[src/rtl/core/nsv_pkg.sv]
`default_nettype none

package nsv_pkg;

  // token field width, fixed by the input format
  localparam int unsigned TOKEN_W = 16;

  // defaults for the top-level parameters
  localparam int unsigned STACK_DEPTH_DEF = 64;
  localparam int unsigned SIZE_BITS_DEF   = 15;

endpackage

`default_nettype wire

[src/rtl/core/nsv_ram.sv]
`default_nettype none

module nsv_ram #(
  parameter int unsigned WIDTH = 8,
  parameter int unsigned DEPTH = 16
) (
  input  wire logic                     clk_i,
  input  wire logic                     we_i,
  input  wire logic [$clog2(DEPTH)-1:0] waddr_i,
  input  wire logic [WIDTH-1:0]         wdata_i,
  input  wire logic [$clog2(DEPTH)-1:0] raddr_i,
  output logic      [WIDTH-1:0]         rdata_o
);

  logic [WIDTH-1:0] mem_q [DEPTH];

  always_ff @(posedge clk_i) begin
    if (we_i) begin
      mem_q[waddr_i] <= wdata_i;
    end
    rdata_o <= mem_q[raddr_i];
  end

endmodule

`default_nettype wire

[src/rtl/core/nested_size_validator.sv]
// nested_size_validator: checks a stream of signed tokens for correct nesting.
// input channel: token_i / last_token_i, accepted when token_valid_i is high and
//   token_stall_o is low. a negative token opens a level, a non-negative one closes
//   the innermost level and must match its size; inner sizes must sum below it.
// output channel: nested_ok_o, one beat per token marked last_token_i, taken when
//   result_valid_o is high and result_stall_i is low.
// throughput: one token per cycle while token_stall_o is low. the top of stack sits
//   in registers, the levels below it in a one-port-write, one-port-read ram; the
//   parent entry is prefetched and a push in the previous cycle is forwarded around
//   the ram. the verdict of a last token beat is registered in the output buffer.
// stall: a two-entry output buffer (output register plus skid) keeps tokens flowing
//   while a verdict waits; token_stall_o rises only when both entries are full.
// reset: no level open, no error pending, output buffer empty. the ram is never
//   cleared: only entries below the open-level count are read and each was written
//   when the level above it opened, so there is no clearing pass.
// after the first error the remaining tokens of the sequence are dropped until the
//   last one, which reports 0 and starts a fresh sequence.
`default_nettype none

module nested_size_validator #(
  parameter int unsigned STACK_DEPTH = nsv_pkg::STACK_DEPTH_DEF,
  parameter int unsigned SIZE_BITS   = nsv_pkg::SIZE_BITS_DEF
) (
  input  wire logic                               clk_i,
  input  wire logic                               rst_ni,
  // token channel
  input  wire logic                               token_valid_i,
  output logic                                    token_stall_o,
  input  wire logic signed [nsv_pkg::TOKEN_W-1:0] token_i,
  input  wire logic                               last_token_i,
  // verdict channel
  output logic                                    result_valid_o,
  input  wire logic                               result_stall_i,
  output logic                                    nested_ok_o
);

  import nsv_pkg::*;

  localparam int unsigned SUM_BITS = SIZE_BITS + 1;
  localparam int unsigned ENTRY_W  = SIZE_BITS + SUM_BITS;
  // compare width: holds an opener magnitude (to 2^(TOKEN_W-1)) and any inner sum
  localparam int unsigned CW = (SUM_BITS > TOKEN_W + 1) ? SUM_BITS : TOKEN_W + 1;
  localparam int unsigned OW = $clog2(STACK_DEPTH + 1);
  localparam int unsigned AW = $clog2(STACK_DEPTH);

  localparam logic [CW-1:0]       SIZE_MAX = CW'((64'd1 << SIZE_BITS) - 64'd1);
  localparam logic [SUM_BITS-1:0] SUM_MAX  = '1;
  localparam logic [OW-1:0]       DEPTH_OW = OW'(STACK_DEPTH);
  localparam logic [TOKEN_W:0]    NEG_BASE = (TOKEN_W + 1)'(1) << TOKEN_W;

  // stack control state
  logic [OW-1:0]       open_q, open_d;
  logic                failed_q, failed_d;
  // cached top of stack
  logic [SIZE_BITS-1:0] top_size_q, top_size_d;
  logic [SUM_BITS-1:0]  top_sum_q, top_sum_d;
  // forward path for a parent entry written in the cycle it was read
  logic                fwd_q, fwd_d;
  logic [ENTRY_W-1:0]  fwd_data_q, fwd_data_d;

  // ram ports
  logic                wr_en;
  logic [AW-1:0]       wr_addr;
  logic [ENTRY_W-1:0]  wr_data;
  logic [AW-1:0]       rd_addr;
  logic [ENTRY_W-1:0]  ram_rdata;

  // datapath
  logic                tok_acc;
  logic [OW-1:0]       open_m1;
  logic [OW-1:0]       open_d_m2;
  logic [TOKEN_W:0]    open_mag_raw;
  logic [CW-1:0]       open_mag;
  logic [CW-1:0]       close_mag;
  logic [ENTRY_W-1:0]  parent_entry;
  logic [SIZE_BITS-1:0] parent_size;
  logic [SUM_BITS-1:0]  parent_sum;
  logic [SUM_BITS:0]    sum_ext;
  logic [SUM_BITS-1:0]  sum_sat;
  logic                res_v;
  logic                res_ok;

  // output buffer
  logic                out_valid_q, out_valid_d;
  logic                out_ok_q, out_ok_d;
  logic                skid_valid_q, skid_valid_d;
  logic                skid_ok_q, skid_ok_d;
  logic                out_pop;

  assign tok_acc = token_valid_i && !token_stall_o;

  assign open_m1      = open_q - OW'(1);
  assign open_mag_raw = NEG_BASE - {1'b0, token_i};
  assign open_mag     = CW'(open_mag_raw);
  assign close_mag    = CW'(token_i[TOKEN_W-2:0]);

  // parent of the cached top: entry open_q-2, prefetched from the ram
  assign parent_entry = fwd_q ? fwd_data_q : ram_rdata;
  assign parent_size  = parent_entry[ENTRY_W-1 -: SIZE_BITS];
  assign parent_sum   = parent_entry[SUM_BITS-1:0];

  // closing size is added to the parent's inner sum, saturating
  assign sum_ext = {1'b0, parent_sum} + (SUM_BITS + 1)'(top_size_q);
  assign sum_sat = sum_ext[SUM_BITS] ? SUM_MAX : sum_ext[SUM_BITS-1:0];

  always_comb begin
    open_d     = open_q;
    failed_d   = failed_q;
    top_size_d = top_size_q;
    top_sum_d  = top_sum_q;
    wr_en      = 1'b0;
    res_v      = 1'b0;
    res_ok     = 1'b0;
    if (tok_acc) begin
      if (!failed_q) begin
        if (token_i[TOKEN_W-1]) begin
          // opener: too large to store or stack full is an error
          if (open_mag > SIZE_MAX || open_q == DEPTH_OW) begin
            failed_d = 1'b1;
          end else begin
            // spill the old top into the ram, new top starts with an empty sum
            wr_en      = (open_q != '0);
            top_size_d = open_mag[SIZE_BITS-1:0];
            top_sum_d  = '0;
            open_d     = open_q + OW'(1);
          end
        end else if (open_q == '0 || CW'(top_size_q) != close_mag ||
                     CW'(top_sum_q) >= close_mag) begin
          // nothing open, size mismatch or inner sizes too large
          failed_d = 1'b1;
        end else begin
          // pop: parent becomes the top with the closed size added
          open_d     = open_m1;
          top_size_d = parent_size;
          top_sum_d  = sum_sat;
        end
      end
      if (last_token_i) begin
        res_v    = 1'b1;
        res_ok   = !failed_d && (open_d == '0);
        open_d   = '0;
        failed_d = 1'b0;
      end
    end
  end

  assign wr_addr   = open_m1[AW-1:0];
  assign wr_data   = {top_size_q, top_sum_q};
  // prefetch the entry that becomes the parent for the next token
  assign open_d_m2 = open_d - OW'(2);
  assign rd_addr   = open_d_m2[AW-1:0];

  assign fwd_d      = wr_en && (wr_addr == rd_addr);
  assign fwd_data_d = wr_data;

  nsv_ram #(
    .WIDTH (ENTRY_W),
    .DEPTH (STACK_DEPTH)
  ) u_ram (
    .clk_i   (clk_i),
    .we_i    (wr_en),
    .waddr_i (wr_addr),
    .wdata_i (wr_data),
    .raddr_i (rd_addr),
    .rdata_o (ram_rdata)
  );

  // output register plus skid entry
  assign out_pop = out_valid_q && !result_stall_i;

  always_comb begin
    out_valid_d  = out_valid_q;
    out_ok_d     = out_ok_q;
    skid_valid_d = skid_valid_q;
    skid_ok_d    = skid_ok_q;
    if (skid_valid_q) begin
      // input is stalled, so no new verdict arrives here
      if (out_pop) begin
        out_valid_d  = 1'b1;
        out_ok_d     = skid_ok_q;
        skid_valid_d = 1'b0;
      end
    end else if (res_v) begin
      if (!out_valid_q || out_pop) begin
        out_valid_d = 1'b1;
        out_ok_d    = res_ok;
      end else begin
        skid_valid_d = 1'b1;
        skid_ok_d    = res_ok;
      end
    end else if (out_pop) begin
      out_valid_d = 1'b0;
    end
  end

  assign token_stall_o  = skid_valid_q;
  assign result_valid_o = out_valid_q;
  assign nested_ok_o    = out_ok_q;

  always_ff @(posedge clk_i or negedge rst_ni) begin
    if (!rst_ni) begin
      open_q       <= '0;
      failed_q     <= 1'b0;
      fwd_q        <= 1'b0;
      out_valid_q  <= 1'b0;
      skid_valid_q <= 1'b0;
    end else begin
      open_q       <= open_d;
      failed_q     <= failed_d;
      fwd_q        <= fwd_d;
      out_valid_q  <= out_valid_d;
      skid_valid_q <= skid_valid_d;
    end
  end

  always_ff @(posedge clk_i) begin
    top_size_q <= top_size_d;
    top_sum_q  <= top_sum_d;
    fwd_data_q <= fwd_data_d;
    out_ok_q   <= out_ok_d;
    skid_ok_q  <= skid_ok_d;
  end

  // the open-level count never passes the stack depth
  assert property (@(posedge clk_i) disable iff (!rst_ni)
    open_q <= DEPTH_OW)
    else $error("open level count beyond stack depth");

  // a last token always leaves a fresh sequence behind
  assert property (@(posedge clk_i) disable iff (!rst_ni)
    tok_acc && last_token_i |=> open_q == '0 && !failed_q)
    else $error("sequence state not cleared after last token");

  // after an error, non-last tokens leave the stack alone
  assert property (@(posedge clk_i) disable iff (!rst_ni)
    tok_acc && failed_q && !last_token_i |=> $stable(open_q) && failed_q)
    else $error("token changed stack after error");

  // the skid entry only fills behind a held output register
  assert property (@(posedge clk_i) disable iff (!rst_ni)
    skid_valid_q |-> out_valid_q)
    else $error("skid entry full with empty output register");

  // a push is written to the ram only below a nonempty top
  assert property (@(posedge clk_i) disable iff (!rst_ni)
    wr_en |-> open_q != '0 && open_q != DEPTH_OW)
    else $error("ram write outside the stack");

endmodule

`default_nettype wire

[config.mk]
export PLATFORM = sky130hd
export DESIGN_NAME = nested_size_validator
export DESIGN_NICKNAME = d
export VERILOG_FILES = /design/src/rtl/core/nsv_pkg.sv /design/src/rtl/core/nsv_ram.sv /design/src/rtl/core/nested_size_validator.sv
export SDC_FILE = /design/constraint.sdc
export NUM_CORES = 2
export LEC_CHECK = 0
export ABC_AREA = 0
export CAP_MARGIN = 0
export CORE_ASPECT_RATIO = 1.5
export CORE_MARGIN = 2
export CORE_UTILIZATION = 53
export DETAILED_ROUTE_END_ITERATION = 7
export DONT_BUFFER_PORTS = 1
export GPL_TIMING_DRIVEN = 0
export MAX_ROUTING_LAYER = met4
export PLACE_DENSITY = 0.71
export SLEW_MARGIN = 20
export SYNTH_ARGS = -nofsm -noshare
export SYNTH_HDL_FRONTEND = slang
export SYNTH_SLANG_ARGS = --single-unit
[constraint.sdc]
create_clock -name clk_i -period 9.2 [get_ports clk_i]
set_clock_uncertainty 0.05 [all_clocks]
set_input_delay 0 -clock clk_i [delete_from_list [all_inputs] [get_ports clk_i]]
set_output_delay 0 -clock clk_i [all_outputs]
set_load 0.005 [all_outputs]
Word-level counts from Yosys, hierarchy flattened
Memory sizes are Yosys's and may differ from the RTL's. A register that Yosys moved wholly into a read port is not among the register bits. Index checks and enable logic that the tools add are counted.

Add/sub/neg operators: 5. Magnitude comparators: 2. Equal/unequal tests: 7. Multiplexer cells: 44. Bitwise logic cells: 3. Reductions and logical operators: 22.

Operator list (count): $mux 16 (4); $mux 7 (7); $mux 15 (3); $mux 31 (1); $mux 1 (29); $add 16x15->17 (1); $gt 17x15->1 const B (1); $sub 17x16->17 const A (1); $ge 16x15->1 (1); $ne 15x15->1 (1); $logic_not 7->1 (2); $reduce_and 3->1 (3); $add 7x1->7 const B (1); $eq 7x7->1 const B (1); $reduce_bool 7->1 (1); $sub 7x1->7 const B (1); $eq 6x6->1 (1); $reduce_bool 2->1 (3); $sub 6x2->6 const B (1); $logic_and 1x1->1 (4); $logic_not 1->1 (4); $logic_or 1x1->1 (4); $ne 2x2->1 const B (2); $reduce_and 4->1 (1); 3 further kinds (5).

Register bits after elaboration: 75. Memory bits (writable): 1984. Output and inout bits: 3. Memories: 1.

Memory list: u_ram.mem_q (words 64, bits a word 31, read ports 1, clocked after Yosys merged registers in 1, write ports 1, line nsv_ram.sv:15) `logic [WIDTH-1:0] mem_q [DEPTH];`.

Logic depth before layout (Yosys ltp)
Depth in word-level cells: 14. Mapped depth: 27.

Modules after synthesis
Synthesis repeated with hierarchy kept, for this count alone.

Cell total of the unflattened synthesis: 3957. Area total of the unflattened synthesis: 81449.4 sq um.

By module, submodules not included: nsv_ram (times used 1, cells an instance 3418, area each 76305.7 sq um); nested_size_validator (times used 1, cells an instance 539, area each 5143.7 sq um).

Worst setup path after synthesis
No wires, ideal clock.

Path kind: register -> register. Start point: register top_sum_q[5]. End point: register u_ram.rdata_o[0] (read register of u_ram.mem_q). Arrival time: 5.630 ns. Required time: 9.016 ns. Setup slack: 3.386 ns. Cell stages (with the launch flop): 24. Cells stage by stage: edfxtp_1 ha_1 and3_1 nand2_1 nand3_1 o21ai_0 nand3_1 nand4_1 nand3_1 inv_2 clkbuf_1 buf_2 buf_2 buf_2 ha_1 clkbuf_1 inv_1 clkbuf_1 clkbuf_1 mux4_2 nand2_1 nand3_1 o311a_1 or4_1.

Cells in the longest elaborated chain, start to end: 9.

RTL lines: start: declaration (line nested_size_validator.sv:56) `logic [SUM_BITS-1:0] top_sum_q, top_sum_d;`; start signal: assignment (line nested_size_validator.sv:218) `top_sum_q <= top_sum_d;`; $ge 16x15->1 (line nested_size_validator.sv:128) `CW'(top_sum_q) >= close_mag) begin`; $logic_or 1x1->1 (line nested_size_validator.sv:127) `end else if (open_q == '0 || CW'(top_size_q) != close_mag ||`; $mux 7 (line nested_size_validator.sv:127); $mux 7 (line nested_size_validator.sv:116) `if (token_i[TOKEN_W-1]) begin`; $mux 7 (line nested_size_validator.sv:115) `if (!failed_q) begin`; $mux 7 (line nested_size_validator.sv:114) `if (tok_acc) begin`; $mux 7 (line nested_size_validator.sv:138) `if (last_token_i) begin`; $mux 7 (line nested_size_validator.sv:114); $sub 6x2->6 (line nested_size_validator.sv:150) `assign open_d_m2 = open_d - OW'(2);`; end: declaration (line nsv_ram.sv:12) `output logic [WIDTH-1:0] rdata_o`.

No other way between the ends. The select of a mux whose other input is x is not followed. A chain may end at the register's enable or synchronous reset.

Worst setup path in the final report
Start point: register open_q[0]. End point: register u_ram.rdata_o[8] (read register of u_ram.mem_q).

Cells in the longest elaborated chain, start to end: 10. Elaborated cells on any way between the ends: 15. Classes of those cells: 3 x add/sub; 1 x eq/ne; 7 x mux; 4 x reduce/logical.

RTL lines: start: declaration (line nested_size_validator.sv:52) `logic [OW-1:0] open_q, open_d;`; start signal: assignment (line nested_size_validator.sv:208) `open_q <= open_d;`; parallel branches: the longest is 8 deep, another holds $sub 7x1->7; $mux 7 * (line nested_size_validator.sv:114); $sub 6x2->6 * (line nested_size_validator.sv:150).

Mark *: on every way between the ends. The select of a mux whose other input is x is not followed.

==> insert_results.sql <==
INSERT INTO impl_metrics (metric_group, metric, value, unit) VALUES
('timing', 'timing.final.crit_share', '102', '%'),
('global_routing', 'grt_pass1_wl', '361000', 'um'),
('timing', 'maxSlewHeadroom', '12.3', '%'),
('critical_path', 'cp-end-kind', 'register', ''),
('critical_path', 'cp-startpoint', 'open_q[0]$_DFF_PN0_', ''),
('timing', 'clock.fmax', '107', 'MHz'),
('yosys', 'synth.distinct_cells', '81', ''),
('drt', 'wl_per_cell', '31.5', 'um'),
('clock_tree', 'cts_made_buffers', '181', ''),
('pwr', 'power_density', '302', 'nW/um^2'),
('yosys', 'postSynthRegisterBits', '2090', ''),
('die', 'core', '157000', 'sq um'),
('placement', 'portBuffers', '0', ''),
('die', 'rows', '178', ''),
('global_routing', 'global_route.overflow_total', '0', ''),
('timing', 'hold_viol', '0', ''),
('critical_path', 'cp_max_fo', '10', ''),
('final_layout', 'layout.filler_cells', '11300', ''),
('final_layout', 'layout.core_utilization', '61.5', '%'),
('critical_path', 'r2r_start', 'open_q[0]$_DFF_PN0_', ''),
('timing', 'final_max_slew_viol_count', '0', ''),
('placement', 'dp_slack', '-1.38', 'ns'),
('die', 'boundaryPins', '24', ''),
('clock_tree', 'cts-root-buf', 'sky130_fd_sc_hd__clkbuf_16', ''),
('yosys', 'mappedNetlistNets', '5538', ''),
('clock_tree', 'clkSinkCount', '2090', ''),
('drt', 'antenna_left', '0', ''),
('drt', 'vias', '52000', ''),
('clock_tree', 'post_cts_buffers', '0', ''),
('timing', 'postLayoutSetupSlackWorst', '-0.147', 'ns'),
('critical_path', 'crit_path_end', 'u_ram.rdata_o[8]$_DFF_P_', ''),
('yosys', 'synth.top_cell.area_share', '72.7', '%'),
('clock_tree', 'bufs_on_longest_clock_path', '3', ''),
('timing', 'worst-slew-pin-transition', '1.31', 'ns'),
('placement', 'gp_congestion', '1.10', ''),
('timing', 'finalWorstPathRequiredPeriod', '9.35', 'ns'),
('clock_tree', 'ctsHtreeMaxLevel', '4', ''),
('yosys', 'fraction_of_synthesis_flops_using_an_asynchronous_set_or_reset_pin', '0.526', '%'),
('final_layout', 'net_count_reported_at_finish', '5936', ''),
('final_layout', 'multi_input_area', '20200', 'sq um'),
('die', 'fp.dieW', '328', 'um'),
('pwr', 'ir_worst_vdd', '0.216', 'mV'),
('outcome', 'violated_checks', 'setup timing', ''),
('critical_path', 'startpoint_type', 'register', ''),
('final_layout', 'layout_common_cells', 'sky130_fd_sc_hd__edfxtp_1 (2017), sky130_fd_sc_hd__nand2_1 (854), sky130_fd_sc_hd__a21oi_1 (435)', ''),
('yosys', 'post_synthesis_cell_area', '83300', 'sq um'),
('timing', 'setup_viol_count_final', '4', ''),
('drt', 'drt_iter0_drc', '6756', ''),
('yosys', 'yosys_warnings', '0', ''),
('critical_path', 'cp_data_arrival_time', '10.07', 'ns'),
('final_layout', 'post_route_cells_drive_above_1_share', '13.1', '%'),
('worst_hold_path', 'hold_path_class', 'input pin to register', ''),
('final_layout', 'layout.cells.most_common', 'sky130_fd_sc_hd__edfxtp_1', ''),
('yosys', 'most_used_dff_post_synth', 'sky130_fd_sc_hd__edfxtp_1', ''),
('yosys', 'synth.top_cells.by_area', 'sky130_fd_sc_hd__edfxtp_1 (73%), sky130_fd_sc_hd__nand2_1 (3.8%), sky130_fd_sc_hd__mux2i_1 (3.2%), sky130_fd_sc_hd__a21oi_1 (2.7%), sky130_fd_sc_hd__mux4_2 (1.7%)', ''),
('pwr', 'leakage', '31.7', 'nW'),
('critical_path', 'rrSetupSlack', '-0.15', 'ns'),
('yosys', 'synth_edf_count', '2017', ''),
('drt', 'drtPass1Iterations', '6', ''),
('global_routing', 'grt_antenna_before_repair', '35', ''),
('critical_path', 'logic_depth_of_the_worst_register_to_register_path', '27', ''),
('outcome', 'run_status', 'finished, violations left', ''),
('global_routing', 'globalRouteTotalUtil', '32.8', '%'),
('yosys', 'post_synth_inst_count', '5481', ''),
('global_routing', 'grt_pass1_vias', '50800', ''),
('clock_tree', 'worstSkewPairLatency', '0.85', 'ns'),
('die', 'die_y', '490', 'um'),
('die', 'die-area', '160000', 'sq um'),
('job', 'maxCapViolations', '0', ''),
('yosys', 'synthesis.area_per_instance', '15.2', 'sq um'),
('yosys', 'yosysTopAreaCell', 'sky130_fd_sc_hd__edfxtp_1', '');
flip-flops by register name, summed over array words and instances, names as in the netlist, 7 cells and up:
name           count
u_ram.mem_q     1984
top_size_q        15
top_sum_q         16
open_q             7
u_ram.rdata_o     31
fwd_data_q        31
stage by stage:
| step | area (sq um) | power, mW | hold slack (ns) | setup TNS [ns] | cells |
|---|---|---|---|---|---|
| after CTS | 96100 | 28.7 | 0.00539 | 0 | 8097 |
| after floorplan | 83300 | 16.6 | -0.346 | 0 | 5481 |
| final | 96200 | 29.1 | 0.0443 | -0.200 | 8146 |
| after global routing | 96200 | 29.8 | 0.0663 | 0 | 8137 |
| after global placement | 85900 | 20.9 | -0.342 | -126.10 | 7551 |
| after detailed placement | 89900 | 21.3 | -0.342 | -33.11 | 7735 |
layout make-up:
class | instances | area share, %
Timing Repair Buffer | 218 | 3.87
Clock buffer | 235 | 5.07
Multi-Input combinational cell | 2976 | 21.0
Antenna cell | 51 | 0.133
Tap cell | 2070 | 2.69
Inverter | 40 | 0.159
Sequential cell | 2090 | 64.5
Clock inverter | 94 | 0.921
Buffer | 372 | 1.62
metal layers:
metal | up-vias | global-route usage [%] | part of all wire [%]
li1 | 22200 | - | -
met4 | 0 | 23.7 | 8.6
met5 | - | - | 0
met1 | 26100 | 36.9 | 34
met3 | 770 | 5.33 | 7.8
met2 | 2909 | 53.4 | 49
report_power, final:
group / internal, mW / switching (mW) / leakage, nW
logic: 3.07 / 7.71 / 10.0
registers: 10.6 / 0.133 / 18.8
clock network: 4.07 / 3.46 / 2.81
total: 17.8 / 11.3 / 31.7
worst min-delay path by stage:
stage / cells past startpoint / endpoint / start
CTS: 6 / open_q[3]$_DFF_PN0_ / token_i[0]
floorplan: 0 / failed_q$_DFFE_PN0P_ / rst_ni
finish: 3 / skid_ok_q$_DFFE_PP_ / result_stall_i
global placement: 0 / token_stall_o$_DFF_PN0_ / rst_ni
global route: 3 / skid_ok_q$_DFFE_PP_ / result_stall_i
detailed placement: 0 / token_stall_o$_DFF_PN0_ / rst_ni
cells in the mapped netlist, drive strengths merged, types with 3 or more instances:
library cell / instances
ha: 35
o21a: 3
buf: 119
a21boi: 66
a2111oi: 5
nand2b: 35
nor2b: 9
xnor2: 39
a211o: 32
nand2: 854
inv: 40
a211oi: 38
or3: 8
mux2i: 263
and2: 5
dfxtp: 62
dfrtp: 11
clkbuf: 256
xor2: 9
nor3b: 5
a221oi: 123
nor2: 94
nand4: 42
o221a: 30
mux4: 62
a22oi: 126
nor3: 13
a2111o: 3
edfxtp: 2017
nor4: 13
a21oi: 456
a32o: 4
and3: 6
o21ai: 107
a31oi: 3
nand3: 182
a21o: 8
o311a: 30
a32oi: 121
mux2: 77
or4: 33
o31ai: 8
kinds of logic after synthesis:
family	Yosys count	synth area share, %
buf+inv	415	2.04
xor+xnor	48	0.514
compound gates	1181	9.69
flops	2090	74.5
mux	402	5.88
fa+ha+maj	36	0.550
simple gates	1309	6.83
what timing repair did:
action	CTS	global route
endpoints found under the setup margin	31	25
hold buffers	34	0
hold endpoints to repair	43	0
gates resized for setup	36	11
critical path, stage by stage, from the launching register on:
cell                       delay [ns]
sky130_fd_sc_hd__dfrtp_1         0.34
sky130_fd_sc_hd__clkbuf_1        0.38
sky130_fd_sc_hd__inv_1           0.23
sky130_fd_sc_hd__ha_1            0.36
sky130_fd_sc_hd__nor4b_2         0.25
sky130_fd_sc_hd__nor4_2          0.43
sky130_fd_sc_hd__and4_1          0.34
sky130_fd_sc_hd__nand3_1         0.10
sky130_fd_sc_hd__nand4_1         0.20
sky130_fd_sc_hd__nand3_2         0.39
sky130_fd_sc_hd__inv_4           0.35
sky130_fd_sc_hd__clkbuf_2        0.18
sky130_fd_sc_hd__buf_12          0.19
sky130_fd_sc_hd__buf_2           0.41
sky130_fd_sc_hd__buf_2           0.31
sky130_fd_sc_hd__buf_2           0.52
sky130_fd_sc_hd__ha_1            0.34
sky130_fd_sc_hd__clkbuf_2        0.38
sky130_fd_sc_hd__inv_1           0.23
sky130_fd_sc_hd__a31o_2          0.35
sky130_fd_sc_hd__clkbuf_1        0.41
sky130_fd_sc_hd__clkbuf_2        0.40
sky130_fd_sc_hd__clkbuf_1        0.41
sky130_fd_sc_hd__a21oi_1         0.07
sky130_fd_sc_hd__o21ai_0         0.18
sky130_fd_sc_hd__nand4_1         0.19
sky130_fd_sc_hd__a21oi_1         0.95
sky130_fd_sc_hd__or4_1           0.25
(Power assumes the default switching activity.)
